<file path="src/hw/rtl/prpt_pkg.sv">
// ----------------------------------------------------------------------------
// prpt_pkg
// Types and constants of the polymetric rhythm phase tracker.
// ----------------------------------------------------------------------------
package prpt_pkg;

  // Field widths
  localparam int CMD_W    = 1;
  localparam int TEMPO_W  = 13;
  localparam int TIME_W   = 32;
  localparam int KIND_W   = 2;
  localparam int PH16_W   = 16;
  localparam int PH19_W   = 19;
  localparam int BARS_W   = 4;
  localparam int NUMER_W  = 5;
  localparam int SWING_W  = 16;
  localparam int PERIOD_W = 26;

  // Configuration port
  localparam int PADDR_W  = 4;
  localparam int PDATA_W  = 32;
  localparam int REGIDX_W = 2;

  localparam logic [REGIDX_W-1:0] REG_ENABLE = 2'd0;
  localparam logic [REGIDX_W-1:0] REG_BARS   = 2'd1;
  localparam logic [REGIDX_W-1:0] REG_NUMER  = 2'd2;
  localparam logic [REGIDX_W-1:0] REG_SWING  = 2'd3;

  localparam logic                ENABLE_RST = 1'b1;
  localparam logic [BARS_W-1:0]   BARS_RST   = 4'd2;
  localparam logic [NUMER_W-1:0]  NUMER_RST  = 5'd7;
  localparam logic [SWING_W-1:0]  SWING_RST  = 16'd0;

  // Commands and event kinds
  localparam logic [CMD_W-1:0]  CMD_BEAT = 1'b0;
  localparam logic [CMD_W-1:0]  CMD_TICK = 1'b1;

  localparam logic [KIND_W-1:0] KIND_BEAT       = 2'd0;
  localparam logic [KIND_W-1:0] KIND_SUB        = 2'd1;
  localparam logic [KIND_W-1:0] KIND_FILL_START = 2'd2;
  localparam logic [KIND_W-1:0] KIND_FILL_END   = 2'd3;

  // Arithmetic constants
  localparam logic [PERIOD_W-1:0] PERIOD_MAX = 26'h3FF_FFFF;
  localparam logic [PERIOD_W-1:0] PERIOD_RST = 26'd500000;
  localparam logic [PH19_W-1:0]   FILL_ENTER = 19'd39322;
  localparam logic [PH19_W-1:0]   FILL_LEAVE = 19'd13107;
  localparam int                  INC_FRAC_W = 14;   // numerator * 16384

  // Serial divider
  localparam int DVND_W = 30;
  localparam int REM_W  = PERIOD_W;
  localparam int DVSR_W = PERIOD_W;
  localparam int STEP_W = 5;

  localparam logic [DVND_W-1:0] US_PER_MIN_X16 = 30'd960000000;
  localparam logic [STEP_W-1:0] STEPS_PERIOD   = 5'd30;
  localparam logic [STEP_W-1:0] STEPS_INC      = 5'd19;
  localparam logic [STEP_W-1:0] STEPS_PHASE    = 5'd16;

  typedef struct packed {
    logic              start;
    logic [STEP_W-1:0] steps;
  } div_req_t;

  typedef enum logic [2:0] {
    ST_IDLE,
    ST_PERIOD,
    ST_INC,
    ST_PHASE,
    ST_EVAL,
    ST_EMIT
  } state_t;

endpackage

</file>
<file path="src/hw/rtl/prpt_div.sv">
// ----------------------------------------------------------------------------
// prpt_div
// Restoring radix-2 divider, one quotient bit per cycle.
// ----------------------------------------------------------------------------
module prpt_div (
  input  logic                        clk,
  input  logic                        rst_n,
  input  prpt_pkg::div_req_t          req,
  input  logic [prpt_pkg::REM_W-1:0]  rem_init,
  input  logic [prpt_pkg::DVSR_W-1:0] dvsr,
  input  logic [prpt_pkg::DVND_W-1:0] dvnd,
  output logic                        done,
  output logic [prpt_pkg::DVND_W-1:0] quot
);
  import prpt_pkg::*;

  logic              busy_r;
  logic              done_r;
  logic [STEP_W-1:0] cnt_r;
  logic [REM_W-1:0]  rem_r;
  logic [DVSR_W-1:0] dvsr_r;
  logic [DVND_W-1:0] dvnd_r;
  logic [DVND_W-1:0] quot_r;

  logic [REM_W:0]    trial;
  logic [REM_W:0]    trial_sub;
  logic              ge;
  logic [REM_W-1:0]  rem_nxt;

  // Shift in the next dividend bit and try the subtraction
  always_comb begin
    trial     = {rem_r, dvnd_r[DVND_W-1]};
    trial_sub = trial - {1'b0, dvsr_r};
    ge        = (trial >= {1'b0, dvsr_r});
    rem_nxt   = ge ? trial_sub[REM_W-1:0] : trial[REM_W-1:0];
  end

  always_ff @(posedge clk) begin
    if (!rst_n) begin
      busy_r <= 1'b0;
      done_r <= 1'b0;
      cnt_r  <= '0;
    end else begin
      done_r <= 1'b0;
      if (req.start) begin
        busy_r <= 1'b1;
        cnt_r  <= req.steps;
      end else if (busy_r) begin
        cnt_r <= cnt_r - 1'b1;
        if (cnt_r == STEP_W'(1)) begin
          busy_r <= 1'b0;
          done_r <= 1'b1;
        end
      end
    end
  end

  always_ff @(posedge clk) begin
    if (req.start) begin
      rem_r  <= rem_init;
      dvsr_r <= dvsr;
      dvnd_r <= dvnd;
      quot_r <= '0;
    end else if (busy_r) begin
      rem_r  <= rem_nxt;
      dvnd_r <= {dvnd_r[DVND_W-2:0], 1'b0};
      quot_r <= {quot_r[DVND_W-2:0], ge};
    end
  end

  assign done = done_r;
  assign quot = quot_r;

endmodule

</file>
<file path="src/hw/rtl/polymetric_rhythm_phase_tracker.sv">
// ----------------------------------------------------------------------------
// polymetric_rhythm_phase_tracker
// Tracks a four-four beat phase and an overlay meter phase; reports beats,
// sixteenth subdivisions and fill start/end events.
// ----------------------------------------------------------------------------
//
//  channel | direction | handshake                  | payload
//  --------+-----------+----------------------------+---------------------------
//  in_     | sink      | in_valid / in_stall        | command, tempo, now_us
//  out_    | source    | out_valid / out_stall      | event_kind, beat_phase,
//          |           |                            | overlay_phase, swing_shift,
//          |           |                            | fill_density, last
//  config  | APB slave | psel/penable/pwrite/pready | paddr, pwdata, prdata
//
//  A beat runs the period divide (960e6 / tempo) and then the overlay
//  increment divide, both on the shared one-bit-per-cycle divider. A tick
//  runs a 16-bit phase divide, or none when the elapsed time is already
//  past the period. Results wait in one output register for as long as
//  the sink holds out_stall.
//  Reset is synchronous and active low; it restores the config, state and
//  control registers, not the payload ones, and empties the output register.
//  A new item is taken once the last result of the previous one is in the
//  output register, even if that result is still stalled.
//
module polymetric_rhythm_phase_tracker (
  input  logic                          clk,
  input  logic                          rst_n,
  // Input channel
  input  logic                          in_valid,
  output logic                          in_stall,
  input  logic [prpt_pkg::CMD_W-1:0]    in_command,
  input  logic [prpt_pkg::TEMPO_W-1:0]  in_tempo,
  input  logic [prpt_pkg::TIME_W-1:0]   in_now_us,
  // Result channel
  output logic                          out_valid,
  input  logic                          out_stall,
  output logic [prpt_pkg::KIND_W-1:0]   out_event_kind,
  output logic [prpt_pkg::PH16_W-1:0]   out_beat_phase,
  output logic [prpt_pkg::PH19_W-1:0]   out_overlay_phase,
  output logic [prpt_pkg::SWING_W-1:0]  out_swing_shift,
  output logic [prpt_pkg::PH19_W-1:0]   out_fill_density,
  output logic                          out_last,
  // Configuration port
  input  logic                          psel,
  input  logic                          penable,
  input  logic                          pwrite,
  input  logic [prpt_pkg::PADDR_W-1:0]  paddr,
  input  logic [prpt_pkg::PDATA_W-1:0]  pwdata,
  output logic [prpt_pkg::PDATA_W-1:0]  prdata,
  output logic                          pready
);
  import prpt_pkg::*;

  // --------------------------------------------------------------------------
  // Configuration registers
  // --------------------------------------------------------------------------
  logic                enable_r;
  logic [BARS_W-1:0]   bars_r;
  logic [NUMER_W-1:0]  numer_r;
  logic [SWING_W-1:0]  swing_amt_r;

  logic                cfg_wr;
  logic [REGIDX_W-1:0] cfg_idx;

  assign pready  = 1'b1;
  assign cfg_wr  = psel && penable && pwrite;
  assign cfg_idx = paddr[PADDR_W-1:2];

  always_ff @(posedge clk) begin
    if (!rst_n) begin
      enable_r    <= ENABLE_RST;
      bars_r      <= BARS_RST;
      numer_r     <= NUMER_RST;
      swing_amt_r <= SWING_RST;
    end else if (cfg_wr) begin
      unique case (cfg_idx)
        REG_ENABLE: enable_r    <= pwdata[0];
        REG_BARS:   bars_r      <= pwdata[BARS_W-1:0];
        REG_NUMER:  numer_r     <= pwdata[NUMER_W-1:0];
        REG_SWING:  swing_amt_r <= pwdata[SWING_W-1:0];
      endcase
    end
  end

  always_comb begin
    unique case (cfg_idx)
      REG_ENABLE: prdata = {{(PDATA_W-1){1'b0}}, enable_r};
      REG_BARS:   prdata = {{(PDATA_W-BARS_W){1'b0}}, bars_r};
      REG_NUMER:  prdata = {{(PDATA_W-NUMER_W){1'b0}}, numer_r};
      REG_SWING:  prdata = {{(PDATA_W-SWING_W){1'b0}}, swing_amt_r};
    endcase
  end

  // --------------------------------------------------------------------------
  // Tracker state
  // --------------------------------------------------------------------------
  state_t              state_r, state_nxt;

  logic [PH16_W-1:0]   beat_phase_r;
  logic [PH19_W-1:0]   overlay_phase_r;
  logic [PH16_W-1:0]   prev_six_r;      // also the sixteenth phase at the last evaluation
  logic [TIME_W-1:0]   last_beat_r;
  logic [PERIOD_W-1:0] period_r;
  logic                in_fill_r;

  // Results waiting for the output register
  logic                pend_beat_r;
  logic                pend_sub_r;
  logic                pend_fill_r;
  logic [KIND_W-1:0]   fill_kind_r;
  logic [SWING_W-1:0]  sub_swing_r;
  logic [PH19_W-1:0]   density_r;

  // Output register
  logic                out_valid_r;
  logic [KIND_W-1:0]   out_kind_r;
  logic [PH16_W-1:0]   out_bp_r;
  logic [PH19_W-1:0]   out_ov_r;
  logic [SWING_W-1:0]  out_sw_r;
  logic [PH19_W-1:0]   out_den_r;
  logic                out_last_r;

  // --------------------------------------------------------------------------
  // Shared serial divider
  // --------------------------------------------------------------------------
  div_req_t            div_req;
  logic [REM_W-1:0]    div_rem_init;
  logic [DVSR_W-1:0]   div_dvsr;
  logic [DVND_W-1:0]   div_dvnd;
  logic                div_done;
  logic [DVND_W-1:0]   div_quot;

  prpt_div u_div (
    .clk      (clk),
    .rst_n    (rst_n),
    .req      (div_req),
    .rem_init (div_rem_init),
    .dvsr     (div_dvsr),
    .dvnd     (div_dvnd),
    .done     (div_done),
    .quot     (div_quot)
  );

  // --------------------------------------------------------------------------
  // Datapath helpers
  // --------------------------------------------------------------------------
  logic                in_fire;
  logic                slot_free;
  logic [TIME_W-1:0]   elapsed;
  logic                elapsed_ge;
  logic [BARS_W-1:0]   bars_eff;
  logic [PERIOD_W-1:0] period_sat;
  logic [PH19_W:0]     ov_sum;
  logic [PH19_W:0]     ov_wrap;
  logic [PH19_W-1:0]   ov_new;
  logic [PH16_W-1:0]   six;
  logic                sub_hit;
  logic [PH19_W-1:0]   bp_ext;
  logic [PH19_W-1:0]   diff;
  logic                fill_enter;
  logic                fill_leave;

  assign in_stall  = (state_r != ST_IDLE);
  assign in_fire   = in_valid && !in_stall;
  assign slot_free = !out_valid_r || !out_stall;

  always_comb begin
    // Tick: time since the last beat, modulo 2^32
    elapsed    = in_now_us - last_beat_r;
    elapsed_ge = (elapsed >= {{(TIME_W-PERIOD_W){1'b0}}, period_r});

    // Zero bars behaves as one bar
    bars_eff   = (bars_r == '0) ? BARS_W'(1) : bars_r;

    // Saturate the period quotient; a zero tempo gives all ones here too
    period_sat = (div_quot[DVND_W-1:PERIOD_W] != '0) ? PERIOD_MAX
                                                     : div_quot[PERIOD_W-1:0];

    // Overlay advance: wrap once at 1.0, then clamp to the Q3.16 range
    ov_sum  = {1'b0, overlay_phase_r} + {1'b0, div_quot[PH19_W-1:0]};
    ov_wrap = (ov_sum[PH19_W:PH16_W] != '0)
              ? {ov_sum[PH19_W:PH16_W] - 1'b1, ov_sum[PH16_W-1:0]}
              : ov_sum;
    ov_new  = ov_wrap[PH19_W] ? {PH19_W{1'b1}} : ov_wrap[PH19_W-1:0];

    // Sixteenth phase is the fraction of four times the beat phase
    six     = {beat_phase_r[PH16_W-3:0], 2'b00};
    sub_hit = (six < prev_six_r);

    bp_ext  = {{(PH19_W-PH16_W){1'b0}}, beat_phase_r};
    diff    = (bp_ext > overlay_phase_r) ? (bp_ext - overlay_phase_r)
                                         : (overlay_phase_r - bp_ext);
    fill_enter = !in_fill_r && (diff >= FILL_ENTER);
    fill_leave =  in_fill_r && (diff <= FILL_LEAVE);
  end

  // --------------------------------------------------------------------------
  // Sequencer: next state, divider requests and output loads
  // --------------------------------------------------------------------------
  logic                out_ld;
  logic [KIND_W-1:0]   out_kind_d;
  logic [SWING_W-1:0]  out_sw_d;
  logic [PH19_W-1:0]   out_den_d;
  logic                out_last_d;

  always_ff @(posedge clk) begin
    if (!rst_n) begin
      state_r <= ST_IDLE;
    end else begin
      state_r <= state_nxt;
    end
  end

  always_comb begin
    state_nxt     = state_r;
    div_req.start = 1'b0;
    div_req.steps = STEPS_PHASE;
    div_rem_init  = '0;
    div_dvsr      = period_r;
    div_dvnd      = '0;
    out_ld        = 1'b0;
    out_kind_d    = KIND_BEAT;
    out_sw_d      = '0;
    out_den_d     = '0;
    out_last_d    = 1'b1;

    unique case (state_r)
      ST_IDLE: begin
        // A disabled block takes the transfer and drops it
        if (in_fire && enable_r) begin
          if (in_command == CMD_BEAT) begin
            div_req.start = 1'b1;
            div_req.steps = STEPS_PERIOD;
            div_dvsr      = {{(DVSR_W-TEMPO_W){1'b0}}, in_tempo};
            div_dvnd      = US_PER_MIN_X16;
            state_nxt     = ST_PERIOD;
          end else if (elapsed_ge) begin
            state_nxt = ST_EVAL;
          end else begin
            // elapsed < period, so the phase quotient fits 16 bits
            div_req.start = 1'b1;
            div_req.steps = STEPS_PHASE;
            div_rem_init  = elapsed[REM_W-1:0];
            div_dvsr      = period_r;
            state_nxt     = ST_PHASE;
          end
        end
      end
      ST_PERIOD: begin
        if (div_done) begin
          // Overlay increment: numerator * 16384 / bars
          div_req.start = 1'b1;
          div_req.steps = STEPS_INC;
          div_dvsr      = {{(DVSR_W-BARS_W){1'b0}}, bars_eff};
          div_dvnd      = {numer_r, {(DVND_W-NUMER_W){1'b0}}};
          state_nxt     = ST_INC;
        end
      end
      ST_INC: begin
        if (div_done) begin
          state_nxt = ST_EMIT;
        end
      end
      ST_PHASE: begin
        if (div_done) begin
          state_nxt = ST_EVAL;
        end
      end
      ST_EVAL: begin
        state_nxt = (sub_hit || fill_enter || fill_leave) ? ST_EMIT : ST_IDLE;
      end
      ST_EMIT: begin
        if (slot_free) begin
          out_ld = 1'b1;
          priority if (pend_beat_r) begin
            out_kind_d = KIND_BEAT;
            state_nxt  = ST_IDLE;
          end else if (pend_sub_r) begin
            // Subdivision goes ahead of a fill event
            out_kind_d = KIND_SUB;
            out_sw_d   = sub_swing_r;
            out_last_d = !pend_fill_r;
            if (!pend_fill_r) begin
              state_nxt = ST_IDLE;
            end
          end else begin
            out_kind_d = fill_kind_r;
            out_den_d  = density_r;
            state_nxt  = ST_IDLE;
          end
        end
      end
      default: state_nxt = ST_IDLE;
    endcase
  end

  // --------------------------------------------------------------------------
  // Tracker state updates
  // --------------------------------------------------------------------------
  always_ff @(posedge clk) begin
    if (!rst_n) begin
      beat_phase_r    <= '0;
      overlay_phase_r <= '0;
      prev_six_r      <= '0;
      last_beat_r     <= '0;
      period_r        <= PERIOD_RST;
      in_fill_r       <= 1'b0;
      pend_beat_r     <= 1'b0;
      pend_sub_r      <= 1'b0;
      pend_fill_r     <= 1'b0;
    end else begin
      unique case (state_r)
        ST_IDLE: begin
          if (in_fire && enable_r) begin
            if (in_command == CMD_BEAT) begin
              last_beat_r  <= in_now_us;
              beat_phase_r <= '0;
            end else if (elapsed_ge) begin
              beat_phase_r <= '0;
            end
          end
        end
        ST_PERIOD: begin
          if (div_done) begin
            period_r <= period_sat;
          end
        end
        ST_INC: begin
          if (div_done) begin
            overlay_phase_r <= ov_new;
            pend_beat_r     <= 1'b1;
          end
        end
        ST_PHASE: begin
          if (div_done) begin
            beat_phase_r <= div_quot[PH16_W-1:0];
          end
        end
        ST_EVAL: begin
          prev_six_r  <= six;
          pend_sub_r  <= sub_hit;
          pend_fill_r <= fill_enter || fill_leave;
          if (fill_enter) begin
            in_fill_r <= 1'b1;
          end else if (fill_leave) begin
            in_fill_r <= 1'b0;
          end
        end
        ST_EMIT: begin
          // Drop each pending result as it moves to the output register
          if (slot_free) begin
            priority if (pend_beat_r) begin
              pend_beat_r <= 1'b0;
            end else if (pend_sub_r) begin
              pend_sub_r <= 1'b0;
            end else begin
              pend_fill_r <= 1'b0;
            end
          end
        end
        default: ;
      endcase
    end
  end

  // Pending result payload
  always_ff @(posedge clk) begin
    if (state_r == ST_EVAL) begin
      // Odd quarter of the sixteenth phase gets the swing
      sub_swing_r <= six[PH16_W-2] ? swing_amt_r : '0;
      fill_kind_r <= fill_enter ? KIND_FILL_START : KIND_FILL_END;
      density_r   <= fill_enter ? diff : '0;
    end
  end

  // --------------------------------------------------------------------------
  // Output register
  // --------------------------------------------------------------------------
  always_ff @(posedge clk) begin
    if (!rst_n) begin
      out_valid_r <= 1'b0;
    end else if (out_ld) begin
      out_valid_r <= 1'b1;
    end else if (!out_stall) begin
      out_valid_r <= 1'b0;
    end
  end

  // Hold the payload while stalled; load only into a free slot
  always_ff @(posedge clk) begin
    if (out_ld) begin
      out_kind_r <= out_kind_d;
      out_bp_r   <= beat_phase_r;
      out_ov_r   <= overlay_phase_r;
      out_sw_r   <= out_sw_d;
      out_den_r  <= out_den_d;
      out_last_r <= out_last_d;
    end
  end

  assign out_valid         = out_valid_r;
  assign out_event_kind    = out_kind_r;
  assign out_beat_phase    = out_bp_r;
  assign out_overlay_phase = out_ov_r;
  assign out_swing_shift   = out_sw_r;
  assign out_fill_density  = out_den_r;
  assign out_last          = out_last_r;

endmodule

</file>
<file path="config.mk">
export PLATFORM = sky130hd
export DESIGN_NAME = polymetric_rhythm_phase_tracker
export DESIGN_NICKNAME = d
export VERILOG_FILES = /design/src/hw/rtl/prpt_pkg.sv /design/src/hw/rtl/prpt_div.sv /design/src/hw/rtl/polymetric_rhythm_phase_tracker.sv
export SDC_FILE = /design/constraint.sdc
export NUM_CORES = 1
export LEC_CHECK = 0
export BUFFER_PORTS_ARGS = -buffer_cell sky130_fd_sc_hd__buf_2
export CAP_MARGIN = 10
export CORE_ASPECT_RATIO = 1.2
export CORE_UTILIZATION = 37
export DETAILED_ROUTE_END_ITERATION = 8
export GPL_TIMING_DRIVEN = 0
export MAX_ROUTING_LAYER = met4
export PLACE_DENSITY = 0.65
export SYNTH_ARGS = -nofsm -noshare
export SYNTH_HDL_FRONTEND = slang
export SYNTH_SLANG_ARGS = --single-unit
</file>
<file path="constraint.sdc">
create_clock -name clk -period 19.9 [get_ports clk]
set_clock_uncertainty 0.05 [all_clocks]
set_input_delay 2.985 -clock clk [delete_from_list [all_inputs] [get_ports clk]]
set_output_delay 2.985 -clock clk [all_outputs]
set_load 0.02 [all_outputs]
</file>
# Word level (Yosys, flattened, before mapping)
# Index checks and enable logic that the tools add are counted.
[totals] ff_bits=370 inputBits=89 out_inout_bits=108
[op_classes] n_addsub=7 n_lt_le_gt_ge=6 n_eq_ne=19 muxes=69 n_bitwise=6 reduce_logical=43
[ops] cell="$mux 26" n=11
[ops] cell="$mux 30" n=5
[ops] cell="$pmux 32 s4" n=1
[ops] cell="$mux 16" n=4
[ops] cell="$pmux 30 s2" n=1
[ops] cell="$pmux 26 s2" n=1
[ops] cell="$mux 19" n=2
[ops] cell="$mux 3" n=11
[ops] cell="$ge 32x26->1" n=1
[ops] cell="$pmux 16 s2" n=1
[ops] cell="$sub 32x32->32" n=1
[ops] cell="$ge 27x26->1" n=1
[ops] cell="$sub 26x26->26" n=1
[ops] cell="$mux 6" n=4
[ops] cell="$add 19x19->20" n=1
[ops] cell="$mux 20" n=1
[ops] cell="$ge 19x16->1 const B" n=1
[ops] cell="$gt 16x19->1" n=1
[ops] cell="$le 19x14->1 const B" n=1
[ops] cell="$mux 1" n=19
[ops] cell="$sub 16x19->19" n=1
[ops] cell="$sub 19x16->19" n=1
[ops] cell="$pmux 3 s6" n=1
[ops] cell="$lt 16x16->1" n=1
[ops] cell="other kinds (32)" n=77

# Depth between registers and ports, before layout
[depth] ltp_word=8 ltp_mapped=27

# By module
# Synthesis repeated with hierarchy kept, for this count alone.
[hier_totals] cells_unflattened=2304 hier_area_um2=21470.6
[by_module_without_submodules] mod="polymetric_rhythm_phase_tracker" instances=1 cells_each=1739 area_per_inst_um2=15339.7 seq_area_each_um2=6095.8
[by_module_without_submodules] mod="prpt_div" instances=1 cells_each=565 area_per_inst_um2=6130.9 seq_area_each_um2=3203.1

# Worst setup path before layout
# Ideal clock, no wire load.
[synth_path] kind="input -> register" startpoint="input port in_now_us[0] (netlist bit)" endpoint="register u_div.dvnd_r[12], enable pin" t_arrival_ps=7915 required_time_ps=19468 path_slack_ps=11553 cell_stages=25 n_path_buf=0 path_cell_list="inv_1 -> ha_1 -> inv_1 -> fa_1 -> a211oi_1 -> o21a_1 -> o31ai_4 -> a21oi_2 -> o21bai_1 -> a21o_1 -> a211oi_1 -> o21ai_0 -> a21oi_1 -> xnor2_1 -> ha_1 -> a21o_1 -> a21o_1 -> a2111oi_0 -> a21oi_1 -> or2_0 -> o41a_4 -> nor2_8 -> nor2_4 -> clkinv_4 -> or2_2"
[synth_via] elab_chain_len=7
[synth_rtl] item="start, declared" line_no="polymetric_rhythm_phase_tracker.sv:33" source="input logic [prpt_pkg::TIME_W-1:0] in_now_us,"
[synth_rtl] item="$sub 32x32->32" line_no="polymetric_rhythm_phase_tracker.sv:169" source="elapsed = in_now_us - last_beat_r;"
[synth_rtl] item="$ge 32x26->1" line_no="polymetric_rhythm_phase_tracker.sv:170" source="elapsed_ge = (elapsed >= {{(TIME_W-PERIOD_W){1'b0}}, period_r});"
[synth_rtl] item="$mux 6" line_no="polymetric_rhythm_phase_tracker.sv:237" source="end else if (elapsed_ge) begin"
[synth_rtl] item="$mux 6" line_no="polymetric_rhythm_phase_tracker.sv:231" source="if (in_command == CMD_BEAT) begin"
[synth_rtl] item="$mux 6" line_no="polymetric_rhythm_phase_tracker.sv:230" source="if (in_fire && enable_r) begin"
[synth_rtl] item="$pmux 6 s2" line_no="polymetric_rhythm_phase_tracker.sv:227" source="unique case (state_r)"
[synth_rtl] item="$reduce_bool 2->1 (no source line)"
[synth_rtl] item="end signal, assigned" line_no="prpt_div.sv:62" source="dvnd_r <= dvnd;"
[synth_rtl] item="end signal, assigned" line_no="prpt_div.sv:66" source="dvnd_r <= {dvnd_r[DVND_W-2:0], 1'b0};"
[synth_rtl] item="end, declared" line_no="prpt_div.sv:22" source="logic [DVND_W-1:0] dvnd_r;"
# Every way passes these cells.
# A chain may end at the register's enable or synchronous reset.

# Final worst setup path
# Same ends and word-level chain as after synthesis.

==> flow_summary_export.csv <==
group,metric,value,unit
logic_synthesis,synth_edf_count,179,
clocking,cts_hold_repair.buffers,0,
clocking,clkLatencyLatePin,0.57,ns
setup_path,startpoint_type,"primary input",
power,clkPwrFrac,0.336,
final_layout,final_cell_mix,"nand2_1 (252), edfxtp_1 (179), buf_2 (178), dfxtp_1 (178), inv_1 (176)",
setup_path,cp.arrival,9.14,ns
flow_run,maxCapViolCount,0,
clocking,postCtsSetupRepairBufs,0,
place,place_area,22600,um2
place,dp_hpwl,44100,um
floorplan,die_x,219,um
logic_synthesis,yosysSeqAreaShare,0.429,
power,leakage,9.67,nW
clocking,cts_resized,0,
logic_synthesis,synth_ff_type,"edfxtp_1",
logic_synthesis,synthCells,2185,
clocking,cts.sink_count,357,
place,port_buffers,160,
floorplan,ioPinCount,197,
power,total_power,2.18,mW
logic_synthesis,ys_ff_latch,357,
setup_path,path_class,"in2reg",
setup_path,r2r_slack,13.11,ns
final_layout,layout.cells.non_filler,3154,
final_layout,final_core_util,0.434,
final_layout,mostFrequentLayoutCell,"nand2_1",
routing,wl,57100,um
place,pre_cts_ws,10.36,ns
logic_synthesis,ys_async_sr_fraction,0,
global_route,antenna_found_initial,1,
logic_synthesis,synthDistinctLibCells,91,
sta,final_max_slew_viol_count,0,
power,max-vdd-ir-drop,0.0618,mV
sta,maxSlewHeadroom,0.185,
routing,drc,0,
routing,ant_nets,0,
logic_synthesis,yosys_warnings,0,
setup_path,cp_common_cell,"a21o_1",
clocking,cts_tree,"done",
sta,max_freq,111,MHz
setup_path,crit_fanout,45,
sta,grt_setup_unrepaired,"false",
routing,drt-initial-drc-count,1156,
routing,drt-pass1-iter-count,5,
power,p_comb_frac,0.257,
global_route,grt_max_degree,74,
clocking,cts.path.max_buffers,3,
power,pwr-share-seq,0.406,
routing,wl_per_cell,18.1,um
floorplan,die_area,57200,um2
sta,timing.hold.ws,0.411,ns
clocking,htreeDepth,2,
setup_path,crit_path_end_kind,"flip-flop",
final_layout,area_growth,14.9,%
global_route,grt_usage,0.203,
floorplan,initial_core_util,0.377,
power,switching_share,0.312,
global_route,grt_pass1_wl,88600,um
clocking,cts_buffers,39,
setup_path,slowest_stage,"or2_2",
place,dp.cells,3081,
sta,min_period,9.01,ns
clocking,path_clk_slew,0.06,ns
sta,tightestPinTransition,1.19,ns
floorplan,die_h,262,um
floorplan,core_area,55200,um2
setup_path,slowest_delay,0.84,ns
routing,via_per_inst,5.30,
power,powerDensity,91.0,nW/um2
place,gp_congestion,0.904,
logic_synthesis,avgSynthCellArea,9.53,um2
power,switchingPower,0.679,mW
logic_synthesis,netlist_area,20800,um2
final_layout,final_layout_size_suffix_gt1_frac,0.143,
clocking,clockRootBuffer,"clkbuf_16",
global_route,gr-total-overflow,0,
final_layout,num-nets-final,2646,
min_path,hold_class,"reg2reg",
routing,vias,16700,
power,p_int,1.50,mW
setup_path,cp.required,20.03,ns
sta,finalHoldViolCount,0,
global_route,grt_pass1_vias,16300,
sta,tns,0,ns
sta,period_share,0.453,
status,outcome,"finished clean",
floorplan,row_count,94,
sta,final.setup.worst_slack,10.89,ns
sta,finalSetupViolCount,0,
final_layout,design_area,23900,um2
[cells in the mapped netlist (23+ instances only)]
library cell | instances | area (um2)
clkbuf_1 | 62 | 233
xor2_1 | 24 | 210
o221a_2 | 35 | 394
inv_1 | 177 | 664
nand2_1 | 252 | 946
a21boi_0 | 70 | 526
edfxtp_1 | 179 | 5380
dfxtp_1 | 178 | 3560
and3_1 | 37 | 231
o21a_1 | 23 | 173
nand3_1 | 29 | 145
nor2_1 | 146 | 548
a21o_1 | 51 | 383
nor3_1 | 33 | 165
ha_1 | 150 | 1880
mux2i_1 | 72 | 721
o21ai_0 | 89 | 445
a21oi_1 | 122 | 611
and2_1 | 50 | 313
xnor2_1 | 56 | 490
[final timing paths]
path	from	endpoint	cells after the start
worst max register to register	last_beat_r[6]	u_div.dvnd_r[12]	24
worst min-delay path	last_beat_r[30]	last_beat_r[30]	2
worst min register to register	last_beat_r[30]	last_beat_r[30]	2
worst max-delay path	in_now_us[0]	u_div.dvnd_r[12]	26
[power groups by stage]
stage	sequential [mW]	combinational, mW	clock, mW
global placement	0.898	0.541	0
CTS	0.884	0.560	0.746
detailed placement	0.899	0.557	0
finish	0.884	0.560	0.732
floorplan	0.896	0.408	0
global route	0.890	0.621	0.772
[state kept, by name, summed over array words and instances (netlist names), 14 cells and up]
| name | flops |
|---|---|
| beat_phase_r | 16 |
| u_div.quot | 30 |
| out_overlay_phase | 19 |
| sub_swing_r | 16 |
| last_beat_r | 32 |
| density_r | 19 |
| u_div.dvsr_r | 26 |
| out_beat_phase | 16 |
| swing_amt_r | 16 |
| prev_six_r | 14 |
| overlay_phase_r | 19 |
| u_div.dvnd_r | 18 |
| out_swing_shift | 16 |
| period_r | 26 |
| u_div.rem_r | 26 |
| out_fill_density | 19 |
[area by class of cell]
type	count	area, um2
Clock buffer	52	1140
Clock inverter	20	175
Inverter	178	676
Multi-Input combinational cell	1552	10700
Buffer	113	562
Timing Repair Buffer	161	821
Fill cell	5299	31200
Antenna cell	1	2.50
Tap cell	720	901
Sequential cell	357	8940
[cell families after synthesis]
group	after synthesis	synth area share
buffers and inverters	291	0.0593
adders and majority gates	155	0.0950
AOI/OAI and AO/OA	575	0.198
xor gates and xnor gates	81	0.0344
DFF	357	0.429
other	2	0.000361
and+or+nand+nor	647	0.146
muxes	77	0.0379
[routing by layer]
layer | up-vias | share of wire | global-route usage
li1 | 8208 | - | -
met1 | 8019 | 0.42 | 0.238
met2 | 380 | 0.51 | 0.356
met3 | 103 | 0.043 | 0.0240
met4 | 0 | 0.033 | 0.0732
met5 | - | 0 | -
[worst max-delay path, delay by kind of cell]
family	cells	cell delay (ns)
adders and majority gates	3	0.89
and+or+nand+nor	4	1.38
xor gates and xnor gates	1	0.17
AOI/OAI and AO/OA	14	3.34
buffers and inverters	4	0.32
Power figures use the tool's default switching activity.
